===== config.mk =====
export PLATFORM = sky130hd
export DESIGN_NAME = websocket_frame_deframer_top
export DESIGN_NICKNAME = d
export VERILOG_FILES = /design/src/rtl/wsd_pkg.sv /design/src/rtl/wsd_in_stage.sv /design/src/rtl/wsd_parser.sv /design/src/rtl/wsd_out_stage.sv /design/src/rtl/websocket_frame_deframer_top.sv
export SDC_FILE = /design/constraint.sdc
export NUM_CORES = 1
export LEC_CHECK = 0
export ABC_AREA = 1
export BUFFER_PORTS_ARGS = -buffer_cell sky130_fd_sc_hd__buf_2
export CORE_ASPECT_RATIO = 0.8
export CORE_MARGIN = 3
export CORE_UTILIZATION = 42
export DETAILED_ROUTE_END_ITERATION = 6
export HOLD_SLACK_MARGIN = 0.1
export PLACE_DENSITY = 0.69
export REMOVE_ABC_BUFFERS = 1
export SLEW_MARGIN = 40
export SYNTH_ARGS = -nofsm -noshare
export SYNTH_HDL_FRONTEND = slang
export SYNTH_SLANG_ARGS = --single-unit
export TNS_END_PERCENT = 30

===== constraint.sdc =====
create_clock -name clk -period 4.2 [get_ports clk]
set_input_delay 0.84 -clock clk [delete_from_list [all_inputs] [get_ports clk]]
set_output_delay 0.84 -clock clk [all_outputs]
set_load 0.005 [all_outputs]

===== src/rtl/wsd_pkg.sv =====
// ----------------------------------------------------------------------------
// wsd_pkg
// Shared types and codes for the WebSocket receive-side frame deframer.
// ----------------------------------------------------------------------------
package wsd_pkg;

    // Parser phases
    localparam logic [2:0] PH_HDR0    = 3'd0;
    localparam logic [2:0] PH_HDR1    = 3'd1;
    localparam logic [2:0] PH_EXT16   = 3'd2;
    localparam logic [2:0] PH_EXT64   = 3'd3;
    localparam logic [2:0] PH_MASK    = 3'd4;
    localparam logic [2:0] PH_PAYLOAD = 3'd5;

    // Result kinds
    localparam logic [1:0] KIND_DATA      = 2'd0;
    localparam logic [1:0] KIND_EMPTY     = 2'd1;
    localparam logic [1:0] KIND_OVERSIZE  = 2'd2;
    localparam logic [1:0] KIND_TRUNCATED = 2'd3;

    // 7-bit length escapes
    localparam logic [6:0] LEN7_EXT16 = 7'd126;
    localparam logic [6:0] LEN7_EXT64 = 7'd127;

    // Last extended-length and masking-key byte indices (counted from zero)
    localparam logic [2:0] EXT16_LAST = 3'd1;
    localparam logic [2:0] EXT64_LAST = 3'd7;
    localparam logic [2:0] KEY_LAST   = 3'd3;

    localparam logic [31:0] MAX_PAYLOAD_RESET = 32'd8178;

    typedef struct packed {
        logic [7:0] data_byte;
        logic       abort;
    } in_beat_t;

    typedef struct packed {
        logic [7:0] payload_byte;
        logic       frame_fin;
        logic [3:0] frame_opcode;
        logic       last_of_frame;
        logic [1:0] result_kind;
    } out_beat_t;

    // Input register contents handed to the parser
    typedef struct packed {
        logic     valid;
        in_beat_t beat;
    } staged_t;

    // Parser result handed to the output register
    typedef struct packed {
        logic      valid;
        out_beat_t beat;
    } result_t;

endpackage


===== src/rtl/wsd_in_stage.sv =====
// ----------------------------------------------------------------------------
// wsd_in_stage
// Input register: holds one received beat until the parser takes it.
// ----------------------------------------------------------------------------
module wsd_in_stage
    import wsd_pkg::*;
(
    input  logic     clk,
    input  logic     rst_n,
    input  logic     in_valid,
    output logic     in_ready,
    input  in_beat_t in_data,
    input  logic     take,
    output staged_t  staged
);

    logic     valid_reg;
    in_beat_t beat_reg;

    // Refill in the same cycle the held beat is taken
    assign in_ready = !valid_reg || take;

    always_ff @(posedge clk or negedge rst_n)
    begin
        if (!rst_n)
        begin
            valid_reg <= 1'b0;
        end
        else if (in_valid && in_ready)
        begin
            valid_reg <= 1'b1;
        end
        else if (take)
        begin
            valid_reg <= 1'b0;
        end
    end

    always_ff @(posedge clk)
    begin
        if (in_valid && in_ready)
        begin
            beat_reg <= in_data;
        end
    end

    assign staged.valid = valid_reg;
    assign staged.beat  = beat_reg;

endmodule


===== src/rtl/wsd_parser.sv =====
// ----------------------------------------------------------------------------
// wsd_parser
// Frame header/length/key parser and payload unmasking, one byte per take.
// ----------------------------------------------------------------------------
module wsd_parser
    import wsd_pkg::*;
(
    input  logic        clk,
    input  logic        rst_n,
    input  staged_t     staged,
    input  logic        take,
    input  logic        cfg_wr_en,
    input  logic [31:0] cfg_wr_data,
    output result_t     res
);

    logic [31:0] max_len_reg;
    logic [2:0]  phase_reg,   phase_next;
    logic        fin_reg,     fin_next;
    logic [3:0]  opcode_reg,  opcode_next;
    logic        mask_reg,    mask_next;
    logic [63:0] acc_reg,     acc_next;
    logic [2:0]  hbc_reg,     hbc_next;
    logic [31:0] key_reg,     key_next;
    logic [63:0] rem_reg,     rem_next;
    logic [1:0]  kidx_reg,    kidx_next;
    logic        discard_reg, discard_next;

    logic [7:0]  b;
    logic        abort;
    logic [63:0] acc_sh;
    logic [63:0] len_val;
    logic [63:0] hdr_len;
    logic        hdr_discard;
    logic        do_len;
    logic        do_hdr;
    logic        clr;
    logic        over;
    logic        ext_last;
    logic [7:0]  key_byte;
    logic        emit;
    logic [7:0]  emit_byte;
    logic        emit_last;
    logic [1:0]  emit_kind;

    assign b      = staged.beat.data_byte;
    assign abort  = staged.beat.abort;
    assign acc_sh = {acc_reg[55:0], b};

    always_comb
    begin
        case (kidx_reg)
            2'd0:    key_byte = key_reg[31:24];
            2'd1:    key_byte = key_reg[23:16];
            2'd2:    key_byte = key_reg[15:8];
            default: key_byte = key_reg[7:0];
        endcase
    end

    always_comb
    begin
        phase_next   = phase_reg;
        fin_next     = fin_reg;
        opcode_next  = opcode_reg;
        mask_next    = mask_reg;
        acc_next     = acc_reg;
        hbc_next     = hbc_reg;
        key_next     = key_reg;
        rem_next     = rem_reg;
        kidx_next    = kidx_reg;
        discard_next = discard_reg;
        do_len       = 1'b0;
        do_hdr       = 1'b0;
        clr          = 1'b0;
        over         = 1'b0;
        ext_last     = 1'b0;
        len_val      = '0;
        hdr_len      = rem_reg;
        hdr_discard  = discard_reg;
        emit         = 1'b0;
        emit_byte    = 8'd0;
        emit_last    = 1'b1;
        emit_kind    = KIND_DATA;

        if (take)
        begin
            if (abort)
            begin
                // Truncation only reported for an open, non-discarded frame
                if (phase_reg != PH_HDR0 && !discard_reg)
                begin
                    emit      = 1'b1;
                    emit_kind = KIND_TRUNCATED;
                end
                clr = 1'b1;
            end
            else
            begin
                unique case (phase_reg)
                    PH_HDR0:
                    begin
                        fin_next    = b[7];
                        opcode_next = b[3:0];
                        phase_next  = PH_HDR1;
                    end
                    PH_HDR1:
                    begin
                        mask_next = b[7];
                        acc_next  = '0;
                        hbc_next  = '0;
                        if (b[6:0] == LEN7_EXT16)
                        begin
                            phase_next = PH_EXT16;
                        end
                        else if (b[6:0] == LEN7_EXT64)
                        begin
                            phase_next = PH_EXT64;
                        end
                        else
                        begin
                            do_len  = 1'b1;
                            len_val = {57'd0, b[6:0]};
                        end
                    end
                    PH_EXT16, PH_EXT64:
                    begin
                        acc_next = acc_sh;
                        ext_last = (phase_reg == PH_EXT16) ? (hbc_reg == EXT16_LAST)
                                                           : (hbc_reg == EXT64_LAST);
                        if (ext_last)
                        begin
                            do_len  = 1'b1;
                            len_val = acc_sh;
                        end
                        else
                        begin
                            hbc_next = hbc_reg + 3'd1;
                        end
                    end
                    PH_MASK:
                    begin
                        key_next = {key_reg[23:0], b};
                        if (hbc_reg >= KEY_LAST)
                        begin
                            hbc_next = '0;
                            do_hdr   = 1'b1;
                        end
                        else
                        begin
                            hbc_next = hbc_reg + 3'd1;
                        end
                    end
                    PH_PAYLOAD:
                    begin
                        if (rem_reg == 64'd0)
                        begin
                            clr = 1'b1;
                        end
                        else
                        begin
                            emit_last = (rem_reg == 64'd1);
                            if (!discard_reg)
                            begin
                                emit      = 1'b1;
                                emit_kind = KIND_DATA;
                                emit_byte = mask_reg ? (b ^ key_byte) : b;
                            end
                            kidx_next = kidx_reg + 2'd1;
                            rem_next  = rem_reg - 64'd1;
                            clr       = emit_last;
                        end
                    end
                    default:
                    begin
                        clr = 1'b1;
                    end
                endcase

                // Full length known
                if (do_len)
                begin
                    rem_next    = len_val;
                    hbc_next    = '0;
                    over        = (len_val[63:32] != 32'd0) || (len_val[31:0] > max_len_reg);
                    hdr_len     = len_val;
                    hdr_discard = discard_reg || over;
                    if (over)
                    begin
                        discard_next = 1'b1;
                        emit         = 1'b1;
                        emit_kind    = KIND_OVERSIZE;
                    end
                    if (mask_next)
                    begin
                        phase_next = PH_MASK;
                    end
                    else
                    begin
                        do_hdr = 1'b1;
                    end
                end

                // Header complete (length and any key)
                if (do_hdr)
                begin
                    kidx_next = '0;
                    if (hdr_len == 64'd0)
                    begin
                        if (!hdr_discard)
                        begin
                            emit      = 1'b1;
                            emit_kind = KIND_EMPTY;
                        end
                        clr = 1'b1;
                    end
                    else
                    begin
                        phase_next = PH_PAYLOAD;
                    end
                end
            end

            if (clr)
            begin
                phase_next   = PH_HDR0;
                fin_next     = 1'b0;
                opcode_next  = '0;
                mask_next    = 1'b0;
                acc_next     = '0;
                hbc_next     = '0;
                key_next     = '0;
                rem_next     = '0;
                kidx_next    = '0;
                discard_next = 1'b0;
            end
        end
    end

    // Fin/opcode come from the frame being closed, before any clear
    assign res.valid              = emit;
    assign res.beat.payload_byte  = emit_byte;
    assign res.beat.frame_fin     = fin_reg;
    assign res.beat.frame_opcode  = opcode_reg;
    assign res.beat.last_of_frame = emit_last;
    assign res.beat.result_kind   = emit_kind;

    always_ff @(posedge clk or negedge rst_n)
    begin
        if (!rst_n)
        begin
            max_len_reg <= MAX_PAYLOAD_RESET;
            phase_reg   <= PH_HDR0;
            fin_reg     <= 1'b0;
            opcode_reg  <= '0;
            mask_reg    <= 1'b0;
            acc_reg     <= '0;
            hbc_reg     <= '0;
            key_reg     <= '0;
            rem_reg     <= '0;
            kidx_reg    <= '0;
            discard_reg <= 1'b0;
        end
        else
        begin
            if (cfg_wr_en)
            begin
                max_len_reg <= cfg_wr_data;
            end
            phase_reg   <= phase_next;
            fin_reg     <= fin_next;
            opcode_reg  <= opcode_next;
            mask_reg    <= mask_next;
            acc_reg     <= acc_next;
            hbc_reg     <= hbc_next;
            key_reg     <= key_next;
            rem_reg     <= rem_next;
            kidx_reg    <= kidx_next;
            discard_reg <= discard_next;
        end
    end

    // Only a held beat is ever parsed
    a_take_held: assert property (@(posedge clk) disable iff (!rst_n)
        take |-> staged.valid)
        else $error("parse with no beat held");

    // Data beats only come out of the payload phase
    a_data_in_payload: assert property (@(posedge clk) disable iff (!rst_n)
        (res.valid && res.beat.result_kind == KIND_DATA) |-> (phase_reg == PH_PAYLOAD))
        else $error("data beat outside payload phase");

    // Every non-data result is flagged as the last beat of its frame
    a_nondata_last: assert property (@(posedge clk) disable iff (!rst_n)
        (res.valid && res.beat.result_kind != KIND_DATA) |-> res.beat.last_of_frame)
        else $error("non-data result without last flag");

    // A skipped frame never produces data
    a_discard_silent: assert property (@(posedge clk) disable iff (!rst_n)
        (take && discard_reg && !abort) |-> !res.valid)
        else $error("result while discarding");

    // Abort returns the parser to the idle header state
    a_abort_clears: assert property (@(posedge clk) disable iff (!rst_n)
        (take && abort) |=> (phase_reg == PH_HDR0 && rem_reg == 64'd0 && !discard_reg))
        else $error("parser not cleared after abort");

    // Payload phase always has bytes outstanding
    a_payload_nonzero: assert property (@(posedge clk) disable iff (!rst_n)
        (phase_reg == PH_PAYLOAD) |-> (rem_reg != 64'd0))
        else $error("payload phase with nothing remaining");

endmodule


===== src/rtl/wsd_out_stage.sv =====
// ----------------------------------------------------------------------------
// wsd_out_stage
// Result register: holds one result beat until the consumer takes it.
// ----------------------------------------------------------------------------
module wsd_out_stage
    import wsd_pkg::*;
(
    input  logic      clk,
    input  logic      rst_n,
    input  result_t   res,
    input  logic      take,
    output logic      slot_free,
    output logic      out_valid,
    input  logic      out_ready,
    output out_beat_t out_data
);

    logic      valid_reg;
    out_beat_t beat_reg;

    assign slot_free = !valid_reg || out_ready;

    always_ff @(posedge clk or negedge rst_n)
    begin
        if (!rst_n)
        begin
            valid_reg <= 1'b0;
        end
        else if (take)
        begin
            valid_reg <= res.valid;
        end
        else if (out_ready)
        begin
            valid_reg <= 1'b0;
        end
    end

    always_ff @(posedge clk)
    begin
        if (take && res.valid)
        begin
            beat_reg <= res.beat;
        end
    end

    assign out_valid = valid_reg;
    assign out_data  = beat_reg;

endmodule


===== src/rtl/websocket_frame_deframer_top.sv =====
// Path: a byte accepted into the input register is parsed when taken, and its
// result beat, if any, is captured in the result register and held on the output.
// Throughput: one byte per cycle sustained; set by the single parser pass between
// the input register and the result register. Stalls only while a result beat is
// held and out_ready is low.
// Reset: rst_n asynchronous, active low; parser idle, max length 8178.
// ----------------------------------------------------------------------------
// websocket_frame_deframer_top
// WebSocket receive-side deframer: parses frame headers, extended lengths and
// masking keys from a byte stream and emits unmasked payload beats, empty-frame
// markers, oversize errors and truncation errors.
// ----------------------------------------------------------------------------
module websocket_frame_deframer_top
    import wsd_pkg::*;
(
    input  logic        clk,
    input  logic        rst_n,
    // byte stream in
    input  logic        in_valid,
    output logic        in_ready,
    input  in_beat_t    in_data,
    // result beats out
    output logic        out_valid,
    input  logic        out_ready,
    output out_beat_t   out_data,
    // max payload length register
    input  logic        cfg_wr_en,
    input  logic [31:0] cfg_wr_data
);

    staged_t staged;
    result_t res;
    logic    slot_free;
    logic    take;

    // A held byte is parsed whenever the result register can take whatever
    // it produces; bytes that produce nothing still wait for a free slot,
    // which keeps the control simple and costs nothing in steady flow.
    assign take = staged.valid && slot_free;

    // Input register
    wsd_in_stage u_in_stage (
        .clk      (clk),
        .rst_n    (rst_n),
        .in_valid (in_valid),
        .in_ready (in_ready),
        .in_data  (in_data),
        .take     (take),
        .staged   (staged)
    );

    // Header, length and key parsing; payload unmasking with key byte index
    // mod 4; oversize frames are flagged once and then skipped silently.
    wsd_parser u_parser (
        .clk         (clk),
        .rst_n       (rst_n),
        .staged      (staged),
        .take        (take),
        .cfg_wr_en   (cfg_wr_en),
        .cfg_wr_data (cfg_wr_data),
        .res         (res)
    );

    // Result register; frees in the same cycle the consumer takes a beat
    wsd_out_stage u_out_stage (
        .clk       (clk),
        .rst_n     (rst_n),
        .res       (res),
        .take      (take),
        .slot_free (slot_free),
        .out_valid (out_valid),
        .out_ready (out_ready),
        .out_data  (out_data)
    );

endmodule

==> results.md <==
- The via count is 12.0k.
- TritonCTS built the clock tree.
- The number of warning messages in the yosys log is 0.
- The clock passes through at most 3 buffers.
- The type of the tightest min-delay check is in2async.
- The post-route total power is 0.0105 W.
- The core area is 30500 um^2.
- Leaving out fill and tap cells, the most frequent cell in the layout is sky130_fd_sc_hd__nand2_1.
- The depth of the worst register-to-register path is 19.
- Dividing the synthesized area by the synthesized cell count gives 7.34 um^2.
- In this run the register-to-register setup slack is 0.39 ns.
- Entering global routing, the biggest net connects 73 pins.
- The kind of critical path is reg2reg.
- The number of flip-flops in the largest register is 64.
- After Yosys synthesis, full adders, half adders and majority gates account for 3.73% of the synthesized area.
- In the routed layout, each cell is associated on average with a via count of 5.32.
- Based on the critical path, the design can be clocked at up to 0.262 GHz.
- The slew at the pin closest to its max-slew limit is 0.835 ns.
- The total die area is 33300 um^2.
- Clock skew on the completed layout was measured at 0.0308 ns.
- The clock network latency to the later pin of the worst-skew pair is 0.57 ns.
- The first-pass detailed-route iteration total is 5.
- The arrival time at the worst endpoint is 4.06 ns.
- Wires add up to 35600 um.
- The worst endpoint required time is 4.45 ns.
- The clock root buffer is sky130_fd_sc_hd__clkbuf_16.
- The worst setup path is launched from a register.
- The remaining global-route overflow is 0.
- The worst setup path is captured at a register.
- Across all hold checks on the routed design, the worst slack comes to 0.302 ns.
- Of the total synthesized cell area, the portion taken by XOR and XNOR cells is 2.27%.
- At the end of routability-driven placement, the weighted congestion stood at 0.899.
- The post-DP HPWL is 24700 um.
- The DRC violation count after routing is 0.
- The run finished with clean final reports.
- The number of global-route vias before repair is 11.4k.
- Cells with a size suffix above 1 make up 8.87% of the layout.
- The synthesized netlist occupies a cell area of 13100 um^2.
- Synthesis inferred 226 register bits.
- The die boundary height is 164 um.
- The final net count is 1914.
- In this run the static leakage power is 7.44 nW.
- The relative slew slack is 43.8%.
- The routed wirelength normalized by instance count is 15.7 um.
- The total number of placement rows is 57.
- 0 antenna diodes ended up in the layout.
- The floorplan die width is 203 um.
- The initial utilization of the core area, before any placement, comes to 42.9%.
- From synthesis to final layout, the design area changed by 12.5%.
- The number of port buffers is 63.
- Multiplexer cells account for 0.0860% of the synthesized area.
- The buffers inserted during post-CTS setup optimization is 0.
- The library cells used most frequently in the layout, excluding fill and tap cells, are sky130_fd_sc_hd__nand2_1, sky130_fd_sc_hd__inv_1, sky130_fd_sc_hd__dfrtp_1, sky130_fd_sc_hd__nor2_1, sky130_fd_sc_hd__o21ai_0.
- Clock tree synthesis found a total of 226 sinks.
- Of all nets on the critical path, the largest fanout is 23.
- The detailed router finished its first iteration with 1074 violations.
- Pin placement for this block handled 64 I/O pins.
- Max-cap violations in this run came to 0.
- The post-layout minimum cycle time is 3.81 ns.
- The fraction of the mapped netlist area in compound gates is 11.3%.
- The register area share after synthesis is 44.2%.
- The worst register-to-register path ends at u_out_stage.out_data[9]$_SDFFCE_PP0P_.
- For this run, the slowest stage of the critical path takes 0.45 ns.
- The signal on the critical path passes through inv_2, nand2_2, a21oi_2, nand2_2, buf_4, nor2_1, ha_1, nand2_1, nor2_1, nand4_1, nor4_2, buf_4, nand2_1, nand2_1, nand2_1, nand2_1, nand3_1, nand3_1, buf_4.
- The worst register-to-register path begins at u_parser.phase_reg[2]$_DFFE_PN0P_.
- The most prevalent standard cell on the critical path is sky130_fd_sc_hd__nand2_1.
- The netlist uses 45 different library cells.
- The hold violation count in the final report is 0.
- The worst-case IR drop observed on VDD is 0.000392 V.
- After clock tree synthesis, the clock-pin slew on the worst setup and hold paths is 0.07 ns.
- CTS built an H-tree with a depth of 1.
- The count of nets left with antenna violations once routing finished came out at 0.
- The post-route clock period utilization is 90.7%.
- The number of pins with negative max-slew slack in the final report came to 0.
- The total setup violations reported at the end of the flow is 0.
- TritonCTS created 26 clock buffers.
- Setup repair after global routing left no endpoint under its margin.
- For the final routed database, the setup TNS stands at 0 ns.
- In the global route stage, overall resource usage came out at 21.6%.
- The initial antenna violation count was 0.
- By area, the combinational part of the netlist is dominated by simple AND/OR/NAND/NOR gates.
- Among all stages on the critical path, the largest delay is contributed by sky130_fd_sc_hd__dfrtp_1.
- Of the total synthesized cell area, the portion taken by AND, OR, NAND and NOR gates is 29.5%.
- Counting every instance in the synthesized netlist gives 1783.
- The count of hold-fix buffers inserted at cts is 0.
- The fill cell instance count of the final layout is 3085.
- The global-route wire length before repair is 59000 um.
- The total power divided by cell area is 711 nW/um^2.
[power breakdown]
group          leakage [nW]  switching (W)  internal, W
registers              2.94       0.000448      0.00264
logic                  4.07        0.00347      0.00157
clock network         0.425       0.000979      0.00137
total                  7.44        0.00490      0.00559
[routing by layer]
layer,GRT usage (%),wire length (um)
met5,0,0
met1,31.9,17000
met2,33.4,15600
met3,3.17,2170
met4,5.44,794
[cells in the mapped netlist (all sizes together)]
| cell | instances | area, um^2 |
|---|---|---|
| clkinv | 1 | 3.75 |
| o31ai | 1 | 7.51 |
| clkbuf | 24 | 90.1 |
| xnor2 | 8 | 70.1 |
| nand2 | 533 | 2020 |
| a32o | 1 | 10.0 |
| o2111ai | 1 | 8.76 |
| edfxtp | 25 | 751 |
| o211ai | 9 | 67.6 |
| a211oi | 4 | 30.0 |
| a31o | 1 | 8.76 |
| nand4 | 23 | 144 |
| dfstp | 10 | 263 |
| nor2 | 198 | 761 |
| buf | 46 | 258 |
| a31oi | 1 | 6.26 |
| a221oi | 1 | 8.76 |
| o21a | 1 | 7.51 |
| ha | 39 | 488 |
| nor4 | 10 | 62.6 |
| dfrtp | 191 | 4780 |
| nand3 | 127 | 648 |
| o22ai | 8 | 50.1 |
| nor3 | 26 | 140 |
| o221ai | 8 | 70.1 |
| a21oi | 53 | 269 |
| o21ai | 175 | 887 |
| mux2 | 1 | 11.3 |
| xor2 | 26 | 228 |
| inv | 213 | 800 |
| a22o | 1 | 8.76 |
| nand3b | 12 | 90.1 |
| o21bai | 1 | 7.51 |
| a41oi | 4 | 35.0 |
[metrics by stage]
step / utilization, % / area, um^2 / std cells / setup slack, ns
after floorplan: - / 12700 / 1713 / -0.229
after global placement: 45.3 / 13800 / 2213 / 0.420
after detailed placement: 45.4 / 13800 / 2214 / 0.385
after CTS: 48.2 / 14700 / 2262 / 0.335
after global routing: 48.3 / 14700 / 2262 / 0.0297
final: 48.3 / 14700 / 2262 / 0.390
[cells by family after synthesis]
group | after synthesis
AND/OR/NAND/NOR | 929
buffers and inverters | 284
AO/OA/AOI/OAI | 270
flip-flops | 226
adder cells (fa/ha/maj) | 39
XOR/XNOR | 34
multiplexers | 1
[how the worst max path moves through the flow]
stage	start	endpoint	slack [ns]	cells past startpoint
3_5_place_dp	u_parser.phase_reg[2]$_DFFE_PN0P_	u_out_stage.out_data[7]$_DFFE_PP_	0.38	19
2_1_floorplan	u_parser.phase_reg[2]$_DFFE_PN0P_	u_parser.acc_reg[0]$_DFFE_PN0P_	-0.23	15
4_1_cts	u_parser.phase_reg[2]$_DFFE_PN0P_	u_out_stage.out_data[5]$_DFFE_PP_	0.33	19
5_1_grt	u_parser.phase_reg[2]$_DFFE_PN0P_	u_out_stage.out_data[7]$_DFFE_PP_	0.03	19
6_report	u_parser.phase_reg[2]$_DFFE_PN0P_	u_out_stage.out_data[9]$_SDFFCE_PP0P_	0.39	19
3_3_place_gp	u_parser.phase_reg[2]$_DFFE_PN0P_	u_out_stage.out_data[9]$_SDFFCE_PP0P_	0.42	19
[critical path: cells and delay by family (launching register included)]
family,cells,cell delay (ns)
adder cells (fa/ha/maj),1,0.18
buffers and inverters,4,0.84
AND/OR/NAND/NOR,13,1.84
AO/OA/AOI/OAI,1,0.16
flip-flops,1,0.45
[what timing repair did]
action                     4_1_cts  5_1_grt
hold endpoints to repair         0        0
setup endpoints to repair        0       16
gates resized for setup          0        1
[cell type report]
cell class,count,area (um^2),share of cell area (%)
Multi-Input combinational cell,1273,6170,41.9
Timing Repair Buffer,88,572,3.88
Sequential cell,226,5790,39.3
Inverter,214,803,5.45
Tap cell,413,517,3.51
Clock buffer,34,701,4.76
Clock inverter,14,183,1.24
Note: power is estimated with default switching activity, not from simulation.
